File: src/hw/rtl/pcfm_pkg.sv
`timescale 1ns / 1ps
// ----------------------------------------------------------------------------
// Pump current fault monitor package
// Shared item types, command and state codes, and configuration bundle.
// ----------------------------------------------------------------------------
package pcfm_pkg;

  // Command codes carried in the func field
  localparam logic [2:0] FUNC_SAMPLE = 3'd0;
  localparam logic [2:0] FUNC_CLEAR  = 3'd1;
  localparam logic [2:0] FUNC_ON     = 3'd2;
  localparam logic [2:0] FUNC_OFF    = 3'd3;
  localparam logic [2:0] FUNC_TOGGLE = 3'd4;
  localparam logic [2:0] FUNC_RESET  = 3'd5;

  // Pump state codes
  localparam logic [2:0] ST_OFF  = 3'd0;
  localparam logic [2:0] ST_RUN  = 3'd1;
  localparam logic [2:0] ST_HIGH = 3'd2;
  localparam logic [2:0] ST_DRY  = 3'd3;
  localparam logic [2:0] ST_CRIT = 3'd4;
  localparam logic [2:0] ST_OVL  = 3'd5;

  // Configuration register indexes
  localparam logic [2:0] CFG_PUMP_MODE      = 3'd0;
  localparam logic [2:0] CFG_THRESH_OFF     = 3'd1;
  localparam logic [2:0] CFG_THRESH_NOWATER = 3'd2;
  localparam logic [2:0] CFG_THRESH_RUNNING = 3'd3;
  localparam logic [2:0] CFG_THRESH_OVL     = 3'd4;
  localparam logic [2:0] CFG_CRIT_PERCENT   = 3'd5;
  localparam logic [2:0] CFG_DRY_TIMEOUT    = 3'd6;
  localparam logic [2:0] CFG_OVL_TIMEOUT    = 3'd7;

  // Timer armed bit positions
  localparam int unsigned ARM_DRY  = 0;
  localparam int unsigned ARM_CRIT = 1;
  localparam int unsigned ARM_OVL  = 2;

  // Critical threshold is running threshold times percent over CritScale
  localparam int unsigned CritScale = 100;
  localparam int unsigned ProdW     = 24;

  typedef struct packed {
    logic [2:0]  func;
    logic [15:0] current_ma;
    logic [31:0] time_ms;
  } in_item_t;

  typedef struct packed {
    logic [2:0] pump_state;
    logic       relay_on;
    logic       fault_latched;
    logic       event_res;
  } out_item_t;

  typedef struct packed {
    logic             pump_mode;
    logic [15:0]      thresh_off_ma;
    logic [15:0]      thresh_no_water_ma;
    logic [15:0]      thresh_running_ma;
    logic [15:0]      thresh_overload_ma;
    logic [7:0]       critical_percent;
    logic [15:0]      dry_timeout_ms;
    logic [15:0]      overload_timeout_ms;
    logic [ProdW-1:0] crit_prod;  // thresh_running_ma * critical_percent
  } cfg_t;

  function automatic logic is_fault(logic [2:0] st);
    is_fault = (st == ST_DRY) || (st == ST_CRIT) || (st == ST_OVL);
  endfunction

endpackage

File: src/hw/rtl/pcfm_cfg_regs.sv
`timescale 1ns / 1ps
// ----------------------------------------------------------------------------
// Pump current fault monitor configuration registers
// Holds the thresholds and timeouts and the running-times-percent product.
// ----------------------------------------------------------------------------
module pcfm_cfg_regs (
  input  logic           clk_i,
  input  logic           rst_ni,
  input  logic           cfg_we_i,
  input  logic [2:0]     cfg_idx_i,
  input  logic [15:0]    cfg_wdata_i,
  output pcfm_pkg::cfg_t cfg_o
);
  import pcfm_pkg::*;

  cfg_t cfg_q;

  // Refresh the product on the write that changes one of its factors
  always_ff @(posedge clk_i or negedge rst_ni) begin
    if (!rst_ni) begin
      cfg_q.pump_mode           <= 1'b1;
      cfg_q.thresh_off_ma       <= 16'd50;
      cfg_q.thresh_no_water_ma  <= 16'd200;
      cfg_q.thresh_running_ma   <= 16'd2000;
      cfg_q.thresh_overload_ma  <= 16'd5000;
      cfg_q.critical_percent    <= 8'd120;
      cfg_q.dry_timeout_ms      <= 16'd5000;
      cfg_q.overload_timeout_ms <= 16'd1000;
      cfg_q.crit_prod           <= ProdW'(2000 * 120);
    end else if (cfg_we_i) begin
      unique case (cfg_idx_i)
        CFG_PUMP_MODE:      cfg_q.pump_mode <= cfg_wdata_i[0];
        CFG_THRESH_OFF:     cfg_q.thresh_off_ma <= cfg_wdata_i;
        CFG_THRESH_NOWATER: cfg_q.thresh_no_water_ma <= cfg_wdata_i;
        CFG_THRESH_RUNNING: begin
          cfg_q.thresh_running_ma <= cfg_wdata_i;
          cfg_q.crit_prod <= ProdW'(cfg_wdata_i) * ProdW'(cfg_q.critical_percent);
        end
        CFG_THRESH_OVL:     cfg_q.thresh_overload_ma <= cfg_wdata_i;
        CFG_CRIT_PERCENT: begin
          cfg_q.critical_percent <= cfg_wdata_i[7:0];
          cfg_q.crit_prod <= ProdW'(cfg_q.thresh_running_ma) * ProdW'(cfg_wdata_i[7:0]);
        end
        CFG_DRY_TIMEOUT:    cfg_q.dry_timeout_ms <= cfg_wdata_i;
        CFG_OVL_TIMEOUT:    cfg_q.overload_timeout_ms <= cfg_wdata_i;
        default: ;
      endcase
    end
  end

  assign cfg_o = cfg_q;

endmodule

File: src/hw/rtl/pcfm_core.sv
`timescale 1ns / 1ps
// ----------------------------------------------------------------------------
// Pump current fault monitor core
// Classifies one sample against the thresholds or applies one command, and holds the monitor state.
// ----------------------------------------------------------------------------
module pcfm_core (
  input  logic                clk_i,
  input  logic                rst_ni,
  input  logic                en_i,
  input  pcfm_pkg::in_item_t  item_i,
  input  pcfm_pkg::cfg_t      cfg_i,
  output pcfm_pkg::out_item_t result_o
);
  import pcfm_pkg::*;

  logic [2:0]  state_q, state_d;
  logic        latch_q, latch_d;
  logic        relay_q, relay_d;
  logic [2:0]  armed_q, armed_d;
  logic [31:0] dry_since_q, dry_since_d;
  logic [31:0] crit_since_q, crit_since_d;
  logic [31:0] ovl_since_q, ovl_since_d;

  logic [2:0]       next_st;
  logic             ev;
  logic [ProdW-1:0] cur_x100;
  logic             crit_hit;
  logic             ovl_due, crit_due, dry_due;
  logic [15:0]      cur;
  logic [31:0]      now;

  assign cur = item_i.current_ma;
  assign now = item_i.time_ms;

  // cur >= floor(prod / 100)  <=>  100 * cur + 99 >= prod
  assign cur_x100 = (ProdW'(cur) << 6) + (ProdW'(cur) << 5) + (ProdW'(cur) << 2);
  assign crit_hit = (cur_x100 + ProdW'(CritScale - 1)) >= cfg_i.crit_prod;

  assign ovl_due  = (now - ovl_since_q)  >= {16'd0, cfg_i.overload_timeout_ms};
  assign crit_due = (now - crit_since_q) >= {16'd0, cfg_i.dry_timeout_ms};
  assign dry_due  = (now - dry_since_q)  >= {16'd0, cfg_i.dry_timeout_ms};

  always_comb begin
    state_d      = state_q;
    latch_d      = latch_q;
    relay_d      = relay_q;
    armed_d      = armed_q;
    dry_since_d  = dry_since_q;
    crit_since_d = crit_since_q;
    ovl_since_d  = ovl_since_q;
    next_st      = state_q;
    ev           = 1'b0;
    unique case (item_i.func) inside
      FUNC_SAMPLE: begin
        if (!latch_q) begin
          if (cur < cfg_i.thresh_off_ma) begin
            next_st = ST_OFF;
            armed_d = '0;
          end else if (cur >= cfg_i.thresh_overload_ma) begin
            if (armed_q[ARM_OVL]) begin
              if (ovl_due) next_st = ST_OVL;
            end else begin
              ovl_since_d = now;
            end
            armed_d = '0;
            armed_d[ARM_OVL] = 1'b1;
          end else if (!cfg_i.pump_mode) begin
            next_st = ST_RUN;
            armed_d = '0;
          end else if (crit_hit) begin
            if (armed_q[ARM_CRIT]) begin
              if (crit_due) next_st = ST_CRIT;
            end else begin
              crit_since_d = now;
            end
            armed_d = '0;
            armed_d[ARM_CRIT] = 1'b1;
          end else if (cur >= cfg_i.thresh_running_ma) begin
            next_st = ST_HIGH;
            armed_d = '0;
          end else if (cur < cfg_i.thresh_no_water_ma) begin
            if (armed_q[ARM_DRY]) begin
              if (dry_due) next_st = ST_DRY;
            end else begin
              dry_since_d = now;
            end
            armed_d = '0;
            armed_d[ARM_DRY] = 1'b1;
          end else begin
            next_st = ST_RUN;
            armed_d = '0;
          end
          // Hold everything but the timers when the state does not move
          if (next_st != state_q) begin
            state_d = next_st;
            latch_d = is_fault(next_st);
            if (is_fault(next_st)) relay_d = 1'b0;
            ev = 1'b1;
          end
        end
      end
      FUNC_CLEAR: begin
        latch_d = 1'b0;
        armed_d = '0;
        if (is_fault(state_q)) begin
          state_d = ST_OFF;
          ev      = 1'b1;
        end
      end
      FUNC_ON, FUNC_OFF, FUNC_TOGGLE: begin
        relay_d = (item_i.func == FUNC_TOGGLE) ? !relay_q : (item_i.func == FUNC_ON);
        latch_d = 1'b0;
        ev      = 1'b1;
      end
      FUNC_RESET: begin
        state_d = ST_OFF;
        latch_d = 1'b0;
        armed_d = '0;
      end
      default: ;
    endcase
  end

  always_ff @(posedge clk_i or negedge rst_ni) begin
    if (!rst_ni) begin
      state_q <= ST_OFF;
      latch_q <= 1'b0;
      relay_q <= 1'b0;
      armed_q <= '0;
    end else if (en_i) begin
      state_q <= state_d;
      latch_q <= latch_d;
      relay_q <= relay_d;
      armed_q <= armed_d;
    end
  end

  // Start times are only read while their armed bit is set
  always_ff @(posedge clk_i) begin
    if (en_i) begin
      dry_since_q  <= dry_since_d;
      crit_since_q <= crit_since_d;
      ovl_since_q  <= ovl_since_d;
    end
  end

  assign result_o.pump_state    = state_d;
  assign result_o.relay_on      = relay_d;
  assign result_o.fault_latched = latch_d;
  assign result_o.event_res     = ev;

  a_one_timer: assert property (@(posedge clk_i) disable iff (!rst_ni)
    $onehot0(armed_q))
    else $error("more than one persistence timer armed");

  a_latch_relay_off: assert property (@(posedge clk_i) disable iff (!rst_ni)
    latch_q |-> !relay_q)
    else $error("fault latched while relay on");

  a_latch_fault_state: assert property (@(posedge clk_i) disable iff (!rst_ni)
    latch_q |-> (state_q == ST_DRY || state_q == ST_CRIT || state_q == ST_OVL))
    else $error("fault latched outside a fault state");

endmodule

File: src/hw/rtl/pump_current_fault_monitor_unit.sv
`timescale 1ns / 1ps
// ----------------------------------------------------------------------------
// Pump current fault monitor
// Classifies current samples and commands into a pump state, relay and latch.
// ----------------------------------------------------------------------------
// One item is accepted per clock cycle unless the input stalls, and each item
// produces exactly one result transfer, in order. An input register feeds
// the classifier, which updates the monitor state and loads the result
// register in the same cycle. While a finished result waits for the
// output side, the input register takes one more item and then stalls
// the input until the result drains. Configuration writes are registered,
// including the critical-threshold product, so an item may follow a write on
// the very next cycle.
module pump_current_fault_monitor_unit (
  input  logic                clk_i,
  input  logic                rst_ni,
  // configuration write port
  input  logic                cfg_we_i,
  input  logic [2:0]          cfg_idx_i,
  input  logic [15:0]         cfg_wdata_i,
  // input channel
  input  logic                in_valid_i,
  output logic                in_stall_o,
  input  pcfm_pkg::in_item_t  in_data_i,
  // result channel
  output logic                out_valid_o,
  input  logic                out_stall_i,
  output pcfm_pkg::out_item_t out_data_o
);
  import pcfm_pkg::*;

  cfg_t      cfg;
  in_item_t  in_q;
  logic      in_valid_q;
  out_item_t out_q;
  out_item_t result;
  logic      out_valid_q;
  logic      in_xfer;
  logic      load_out;

  pcfm_cfg_regs u_cfg (
    .clk_i       (clk_i),
    .rst_ni      (rst_ni),
    .cfg_we_i    (cfg_we_i),
    .cfg_idx_i   (cfg_idx_i),
    .cfg_wdata_i (cfg_wdata_i),
    .cfg_o       (cfg)
  );

  // Advance the held item when the result register is free or draining
  assign load_out   = in_valid_q && (!out_valid_q || !out_stall_i);
  assign in_stall_o = in_valid_q && !load_out;
  assign in_xfer    = in_valid_i && !in_stall_o;

  pcfm_core u_core (
    .clk_i    (clk_i),
    .rst_ni   (rst_ni),
    .en_i     (load_out),
    .item_i   (in_q),
    .cfg_i    (cfg),
    .result_o (result)
  );

  always_ff @(posedge clk_i or negedge rst_ni) begin
    if (!rst_ni) begin
      in_valid_q  <= 1'b0;
      out_valid_q <= 1'b0;
    end else begin
      if (in_xfer) begin
        in_valid_q <= 1'b1;
      end else if (load_out) begin
        in_valid_q <= 1'b0;
      end
      if (load_out) begin
        out_valid_q <= 1'b1;
      end else if (!out_stall_i) begin
        out_valid_q <= 1'b0;
      end
    end
  end

  // Payload registers: capture on transfer, hold otherwise
  always_ff @(posedge clk_i) begin
    if (in_xfer) in_q <= in_data_i;
    if (load_out) out_q <= result;
  end

  assign out_valid_o = out_valid_q;
  assign out_data_o  = out_q;

  a_no_stall_when_empty: assert property (@(posedge clk_i) disable iff (!rst_ni)
    !in_valid_q |-> !in_stall_o)
    else $error("input stalled with empty input register");

  a_latch_means_relay_off: assert property (@(posedge clk_i) disable iff (!rst_ni)
    (out_valid_o && out_data_o.fault_latched) |-> !out_data_o.relay_on)
    else $error("result shows latched fault with relay on");

  a_result_follows_item: assert property (@(posedge clk_i) disable iff (!rst_ni)
    load_out |=> out_valid_o)
    else $error("advanced item produced no result");

endmodule

File: config.mk
export PLATFORM = sky130hd
export DESIGN_NAME = pump_current_fault_monitor_unit
export DESIGN_NICKNAME = d
export VERILOG_FILES = /design/src/hw/rtl/pcfm_pkg.sv /design/src/hw/rtl/pcfm_cfg_regs.sv /design/src/hw/rtl/pcfm_core.sv /design/src/hw/rtl/pump_current_fault_monitor_unit.sv
export SDC_FILE = /design/constraint.sdc
export NUM_CORES = 1
export LEC_CHECK = 0
export BUFFER_PORTS_ARGS = -buffer_cell sky130_fd_sc_hd__buf_2
export CAP_MARGIN = 40
export CORE_MARGIN = 4
export CORE_UTILIZATION = 50
export CTS_CLUSTER_SIZE = 30
export DETAILED_ROUTE_END_ITERATION = 12
export GPL_TIMING_DRIVEN = 0
export PLACE_DENSITY_LB_ADDON = 0.15
export SLEW_MARGIN = 20
export SYNTH_ARGS = -nofsm -noshare
export SYNTH_HDL_FRONTEND = slang
export SYNTH_SLANG_ARGS = --single-unit
File: constraint.sdc
create_clock -name clk_i -period 13.1 [get_ports clk_i]
set_input_delay 0 -clock clk_i [delete_from_list [all_inputs] [get_ports clk_i]]
set_output_delay 0 -clock clk_i [all_outputs]
set_load 0.005 [all_outputs]
* Word-level counts from Yosys, hierarchy flattened
Cells that the tools add are included.
** Storage, ports and cells
- Bits in registers :: 292
- Latch bits :: 0
- Bits in writable memories :: 0
- Bits in read-only memories :: 0
- Output and inout port bits :: 8
- Word-level logic and storage cells :: 147
- Memories :: 0
** Cells by class
- Add/subtract/negate cells :: 6
- $mul :: 2
- Div/mod/pow operators :: 0
- Magnitude comparators :: 8
- Eq/ne operators :: 21
- Shift-type cells :: 0
- Multiplexer cells :: 43
- Bitwise logic cells :: 8
- Reductions and logical operators :: 34
** Operators with widths (number)
- 32-bit by 16-bit greater-or-equal comparator with 1-bit output :: 3
- 32-bit subtractor :: 3
- 3-bit two-way mux :: 23
- 16-bit by 8-bit multiplier with 24-bit output :: 2
- 24-bit one-hot mux with 2 select lines :: 1
- 16-bit greater-or-equal comparator :: 2
- 16-bit < comparator :: 2
- 3-bit equality test (second input constant) :: 10
- 24-bit by 18-bit adder with 24-bit output :: 1
- 24-bit by 7-bit adder with 24-bit output (second input constant) :: 1
- 24-bit greater-or-equal comparator :: 1
- 22-bit by 21-bit adder with 23-bit output :: 1
- 3-bit by 2-bit equality test with 1-bit output (second input constant) :: 6
- 2-bit AND reduction :: 9
- 1-bit two-way mux :: 14
- 10-bit AND reduction :: 1
- 3-bit one-hot mux with 3 select lines :: 1
- 1-bit NOT :: 8
- 8-bit AND reduction :: 1
- 3-bit by 1-bit equality test with 1-bit output (second input constant) :: 2
- 3-bit logical NOT :: 2
- 3-bit one-hot mux with 2 select lines :: 1
- 6-bit AND reduction :: 1
- 2-bit nonzero test :: 3
- other kinds (12) :: 23

* Longest topological paths before layout
Gate-level depths: netlist of the first run.
- Word-level depth :: 19
- Mapped depth :: 36

* By module
From an unflattened synthesis of the first run, not the netlist that was laid out.
** Second synthesis, totals
- Cells, all modules :: 3224
- Area, all modules :: 29570.9 sq um
** By module, submodules not included
- pcfm_core :: instances 1, cells each 1784, area an instance 14457.6 sq um, sequential area each 3083.0 sq um
- pcfm_cfg_regs :: instances 1, cells each 1375, area an instance 13309.0 sq um, sequential area each 3278.1 sq um
- pump_current_fault_monitor_unit :: instances 1, cells each 65, area an instance 1804.2 sq um, sequential area each 1761.7 sq um

* Least setup slack after synthesis of the first run
Ideal clock, no wire load.
- Path type :: register to register
- Start :: register in_q[33] in the netlist's numbering
- End :: register u_core.crit_since_q[0], enable pin
- Library setup time :: 0.421 ns
- Arrival :: 6.604 ns
- Data required time :: 12.679 ns
- Path slack :: 6.075 ns
- Cell stages (with the launch flop) :: 27
- Buffers on the path :: 0
- Period minus slack after synthesis :: 7.025 ns
- Cells stage by stage :: edfxtp_1 > ha_1 > inv_1 > fa_1 > inv_1 > ha_1 > fa_1 > a21oi_1 > nor2_1 > nor2_1 > o21bai_1 > a21oi_1 > nor2b_1 > o21a_1 > nor2_1 > o21bai_1 > a21oi_1 > o21ai_0 > o211a_1 > o2111ai_1 > xor2_1 > ha_1 > nand2_1 > or3_1 > o41ai_1 > nand3_1 > nor2_1
** Between the ends
- Longest elaborated chain between the ends :: 5
- Elaborated cells between the ends (all ways) :: 9
** Ends and longest elaborated chain
- start, declared :: RTL line pump_current_fault_monitor_unit.sv:33 : in_item_t in_q;
- start signal, assigned :: RTL line pump_current_fault_monitor_unit.sv:84 : if (in_xfer) in_q <= in_data_i;
- 22-bit by 21-bit adder with 23-bit output :: RTL line pcfm_core.sv:36 : assign cur_x100 = (ProdW'(cur) << 6) + (ProdW'(cur) << 5) + (ProdW'(cur) << 2);
- 24-bit by 18-bit adder with 24-bit output :: RTL line pcfm_core.sv:36
- 24-bit by 7-bit adder with 24-bit output :: RTL line pcfm_core.sv:37 : assign crit_hit = (cur_x100 + ProdW'(CritScale - 1)) >= cfg_i.crit_prod;
- 24-bit greater-or-equal comparator :: RTL line pcfm_core.sv:37
- 8-bit AND reduction (no source line) (*)
- end signal, assigned :: RTL line pcfm_core.sv:142 : crit_since_q <= crit_since_d;
- end, declared :: RTL line pcfm_core.sv:21 : logic [31:0] crit_since_q, crit_since_d;
Every way passes the cells marked *; elsewhere a longest branch is shown, timed or not.
A chain may end at the register's enable or synchronous reset.

==> flow_summary.ini, run 1 <==
[run_status]
status = complete, no violations

[setup_path]
rr_worst_depth = 34
ff2ff_setup_slack_ns = 5.16
path_max_fanout = 8
startpoint_type = flip-flop
cp_slowest_cell = edfxtp_1
cpMostUsedCell = o21ai_0
timing_worst_setup_path_type = flip-flop to flip-flop
max_stage_delay_ns = 0.65
endpoint_kind = flip-flop
arrival_ns = 8.23
cp.required_ns = 13.39

[clock_network]
root_buffer = clkbuf_16
clock_latency_ns = 0.55
cts_buffer_depth = 3
htree_levels = 2
numCtsBuffers = 38
cts_setup_buffers = 0
cts.sinks = 290
ctsResizeCount = 0
clkSlewWorstSetupHoldPaths_ns = 0.06
cts_tree = built

[routing]
vias = 23400
antenna_left = 0
post_drt_wl_per_cell_um = 19.0
wl_um = 78400
firstDrtPassIters = 5
drt_iter0_drc = 1365
via_per_inst = 5.66
route.detailed.drc = 0

[layout]
nets = 3950
area_delta_synth_final_pct = 12.4
layout_commonest_cell = inv_1
diodes = 0
final_cell_mix = inv_1 (443), ha_1 (356), nand2_1 (345)
post-route-util_pct = 56.9
layout-drive-gt1-share_pct = 8.36

[power]
p_per_area_mw_per_mm2 = 186
clockPowerShare_pct = 16.6
p_switching_uw = 2710
p_int_uw = 3280
switching_share_pct = 45.2
pwr-share-seq_pct = 19.8
p_leak_uw = 0.0150
total_power_uw = 5990
combPwrFrac_pct = 63.6
max-vdd-ir-drop_mv = 0.175

[synth]
syn_area_per_cell_um2 = 9.13
synth_cells = 3130
syn_area_mm2 = 0.0286
yosysSeqAreaShare_pct = 28.2
ys_seq_elements = 290
synth_nets = 3734
ys.flop_type = edfxtp_1
synth-async-reset-ratio_pct = 47.2
ys_warn_count = 0
synth_cell_types = 82
synth_edf_count = 153

[place]
hpwl_um = 62200
portBuffers = 80
globalplace.congestion = 0.943

[global_routing]
grtUsageTotal_pct = 25.9
antenna_found_initial = 0
overflow = 0
grt_pass1_vias = 23900
grt_max_degree = 73
grt_pass1_wl_um = 126000

[timing]
timing.slew.headroom_pct = 41.0
worst_slew_pin_slew_ns = 0.885
hold_viol_final = 0
final.period_utilization_pct = 60.6
fin_setup_tns_ns = 0
setup_violations = 0
fin_worst_skew_ns = 0.0146
rsz0062_at_grt = false
fmax_mhz = 126
maxSlewViolCount = 0
min_period_ns = 7.94
whs_ns = 0.0377

[min_path]
min_path_type = input pin to flip-flop
holdPathStages = 4

[floorplanning]
fp.dieW_um = 247
coreArea_mm2 = 0.0565
num_rows = 87
die_height_um = 247
start_util_pct = 50.6
die-area_mm2 = 0.0611
ios = 83

[job]
maxCapViolCount = 0
worst max-delay path, delay by kind of cell (launching register included):
family	cells	cell delay [ns]
fa+ha+maj	5	1.60
buf+inv	1	0.06
compound gates	19	4.07
flops	1	0.65
simple gates	8	1.09
xor+xnor	1	0.21
through the flow:
stage / std cells / cell area, um2 / setup slack, ns
6_report: 4129 / 32100 / 5.16
3_5_place_dp: 3986 / 30200 / 5.23
4_1_cts: 4128 / 32100 / 5.21
5_1_grt: 4129 / 32100 / 4.43
3_3_place_gp: 3966 / 29900 / 3.63
2_1_floorplan: 3130 / 28600 / 6.07
routing by layer:
metal	vias up	routed length (um)	track usage [%]
met2	609	38000	45.2
met4	0	2880	9.19
met5	-	0	0
li1	11200	-	-
met3	154	3780	3.45
met1	11400	33800	33.1
power groups by stage:
stage	registers (uW)	clock network [uW]	logic [uW]
after floorplan	1170	0	2780
after global placement	1200	0	3640
after detailed placement	1200	0	3740
after CTS	1190	1020	3800
after global routing	1200	1060	4300
final	1190	992	3810
path summary, 6_finish.rpt:
check | endpoint | from
max in group asynchronous | u_core.state_q[2] | rst_ni
max reg2reg | out_data_o[2] | in_q[33]
max | out_data_o[2] | in_q[33]
min reg2reg | u_cfg.cfg_o[3] | u_cfg.cfg_o[3]
min | u_cfg.cfg_o[4] | cfg_idx_i[2]
min in group asynchronous | u_core.armed_q[2] | rst_ni
cell families after synthesis:
family          after synthesis  share of synthesized area, %
mux                          67                          2.61
flops                       290                          28.2
compound gates              712                          16.0
buf+inv                     559                          7.34
xor+xnor                    118                          3.62
simple gates                855                          14.5
fa+ha+maj                   529                          27.7
synthesized netlist by cell type (7+ instances only):
cell type | n | share of area, %
a2111oi_0 | 11 | 0.34
or3_1 | 21 | 0.46
nor3_1 | 46 | 0.81
inv_1 | 443 | 5.8
nand4_1 | 25 | 0.55
nand3_1 | 39 | 0.68
o211ai_1 | 21 | 0.55
o21ai_0 | 182 | 3.2
a21o_1 | 65 | 1.7
clkbuf_1 | 111 | 1.5
nand2b_1 | 34 | 0.74
xor2_1 | 41 | 1.3
mux2i_1 | 7 | 0.25
ha_1 | 356 | 16
dfrtp_1 | 97 | 8.5
o21a_1 | 20 | 0.53
dfstp_2 | 40 | 3.7
o31ai_1 | 15 | 0.39
nand2_1 | 345 | 4.5
xnor2_1 | 77 | 2.4
nor2b_1 | 26 | 0.57
a31oi_1 | 19 | 0.42
fa_1 | 173 | 12
and2_1 | 120 | 2.6
edfxtp_1 | 153 | 16
nor2_1 | 125 | 1.6
a211oi_1 | 41 | 1.1
mux2_2 | 60 | 2.4
a21boi_0 | 18 | 0.47
a21oi_1 | 195 | 3.4
o22ai_1 | 7 | 0.15
nor4_1 | 8 | 0.18
o21bai_1 | 15 | 0.39
and3_1 | 23 | 0.50
a41oi_1 | 9 | 0.28
cell type report:
cell class	count	area, um2
clock inverters	15	86.3
flip-flops and latches	290	8070
repair buffers	176	1390
well taps	756	946
plain buffers	115	433
inverters	444	1670
clock buffers	52	1090
multi-input cells	2281	18400
fillers	4974	24400
flip-flops by register name (all words and copies together) (netlist names):
name and cells:
u_core.relay_q 1, u_core.crit_since_q 32, u_core.armed_q 3, u_core.latch_q 1
u_core.state_q 3, out_data_o 6, u_core.ovl_since_q 32, in_q 51
out_valid_o 1, in_valid_q 1, u_cfg.cfg_o 127, u_core.dry_since_q 32
timing repair:
item	CTS	global route
hold buffers	75	0
endpoints found under the setup margin	0	0
hold endpoints to repair	215	0
(Power assumes the default switching activity.)
==> run 2: changes to the inputs <==
Clock period 13.1 ns to 6.9 ns, I/O delays scaled along.
==> run 2 against run 1 <==
Compared with the run above:
- setup slack got worse by 5.0 ns
- critical path depth fell by 2
- register-to-register slack got worse by 5.0 ns
- core utilization grew 1.1 points
- global-route usage increased by 0.11 points
- non-clock buffer count up 23
- clock-buffer cell count is 5 lower
- clock skew rose by 0.012 ns
- cell count grew 0.58%
- clock power rose by 96%
- via count is 0.99% higher
- sequential share of layout area is 0.46 points lower
- critical path type unchanged
- largest cell class unchanged
- largest power group unchanged
==> flow_summary.ini, run 2 (synthesis gave the netlist of run 1 again) <==
[setup_path]
cp_slowest_cell = or4_1
endpoint_kind = flip-flop
startpoint_type = flip-flop
cp.required_ns = 7.31
ff2ff_setup_slack_ns = 0.20
path_delay_family = compound AO/OA/AOI/OAI gates
cpMostUsedCell = a21oi_2
arrival_ns = 7.11
path_max_fanout = 5
max_stage_delay_ns = 0.48
crit_buf_inv = 3
timing_worst_setup_path_type = flip-flop to flip-flop

[layout]
final_cell_mix = inv_1 (442), nand2_1 (344), ha_1 (344)
nets = 3972
layout_commonest_cell = inv_1
fin_area_mm2 = 0.0327
area_delta_synth_final_pct = 14.5
largest_reg_flops = 127
layout-drive-gt1-share_pct = 11.0
diodes = 0

[global_routing]
grt_pass1_wl_um = 126000
antenna_found_initial = 0
grtUsageMet1_pct = 33.5
use_met3_pct = 2.87
grtUsageTotal_pct = 26.0
overflow = 0
grt_pass1_vias = 23900
use_met2_pct = 45.8
grt_max_degree = 93
grt-busiest-layer = met2

[floorplanning]
start_util_pct = 50.6
coreArea_mm2 = 0.0565
num_rows = 87
ios = 83
die-area_mm2 = 0.0611
die_height_um = 247
fp.dieW_um = 247

[clock_network]
htree_levels = 2
clkSlewWorstSetupHoldPaths_ns = 0.06
numCtsBuffers = 37
clock_latency_ns = 0.57
cts.sinks = 290
root_buffer = clkbuf_16
cts_buffer_depth = 3
cts_tree = built

[timing]
maxSlewViolCount = 0
fin_worst_skew_ns = 0.0266
final.period_utilization_pct = 97.1
hold_viol_final = 0
timing.slew.headroom_pct = 42.4
fmax_mhz = 149
rsz0062_at_grt = true
worst_slew_pin_slew_ns = 0.842
min_period_ns = 6.70
whs_ns = 0.0301
setup_violations = 0

[routing]
vias = 23600
post_drt_wl_per_cell_um = 19.1
via_per_inst = 5.69
drt_iter0_drc = 1299
wl_um = 79300
firstDrtPassIters = 6
antenna_left = 0
route.detailed.drc = 0

[place]
hpwl_um = 61700
portBuffers = 80
globalplace.congestion = 0.938
placed_cell_area_mm2 = 0.0302

[job]
maxCapViolCount = 0

[power]
p_int_uw = 6370
pwr-share-seq_pct = 19.4
combPwrFrac_pct = 64.0
p_switching_uw = 5270
p_per_area_mw_per_mm2 = 356
p_leak_uw = 0.0152
clockPowerShare_pct = 16.6
max-vdd-ir-drop_mv = 0.354
switching_share_pct = 45.3

[min_path]
min_path_type = input pin to asynchronous set/reset pin

[run_status]
status = complete, no violations
==> run 2: power by group through the flow <==
stage	combinational [uW]	sequential, uW	clock (uW)
3_5_place_dp	7120	2290	0
3_3_place_gp	6930	2280	0
5_1_grt	8360	2280	2060
4_1_cts	7280	2250	1980
2_1_floorplan	5290	2220	0
6_report	7450	2260	1940
==> run 2: final timing paths <==
| kind | endpoint | from | cells after the start |
|---|---|---|---|
| max | out_data_o[3] | in_q[33] | 32 |
| min in group clk_i | u_cfg.cfg_o[128] | cfg_idx_i[1] | 4 |
| max reg2reg | out_data_o[3] | in_q[33] | 32 |
| min reg2reg | out_valid_o | in_valid_q | 1 |
| min | u_cfg.cfg_o[128] | rst_ni | 2 |
| max in group asynchronous | u_cfg.cfg_o[54] | rst_ni | 3 |
==> run 2: what timing repair did <==
action                                 4_1_cts  5_1_grt
gates resized for setup                     30       59
buffers inserted                            12       12
endpoints found under the hold margin      209        0
hold buffers                                75        0
pin swaps                                   12       45
setup endpoints to repair                   41       33
==> run 2: layout make-up <==
class | count | area (um2)
fill | 4879 | 23800
multi-input combinational | 2281 | 18800
sequential | 290 | 8070
inverter | 444 | 1670
timing repair buffer | 200 | 1590
clock buffer | 47 | 993
tap | 756 | 946
buffer | 114 | 429
clock inverter | 21 | 194
==> run 2: per-layer routing <==
metal / vias to the layer above / part of all wire (%)
li1: 11300 / -
met1: 11700 / 43
met2: 528 / 49
met3: 150 / 4.2
met4: 0 / 3.7
met5: - / 0
==> run 2: per-stage QoR <==
step                      setup WS, ns  setup TNS (ns)  util (%)  power [uW]  instances
after floorplan                 0.0896               0         -        7510       3130
after global placement           -1.23         -105.90      53.0        9210       3966
after detailed placement        -0.864          -11.27      53.4        9410       3985
after CTS                      0.00608               0      57.2       11500       4140
after global routing            -0.179          -0.418      57.9       12700       4153
final                            0.203               0      57.9       11600       4153
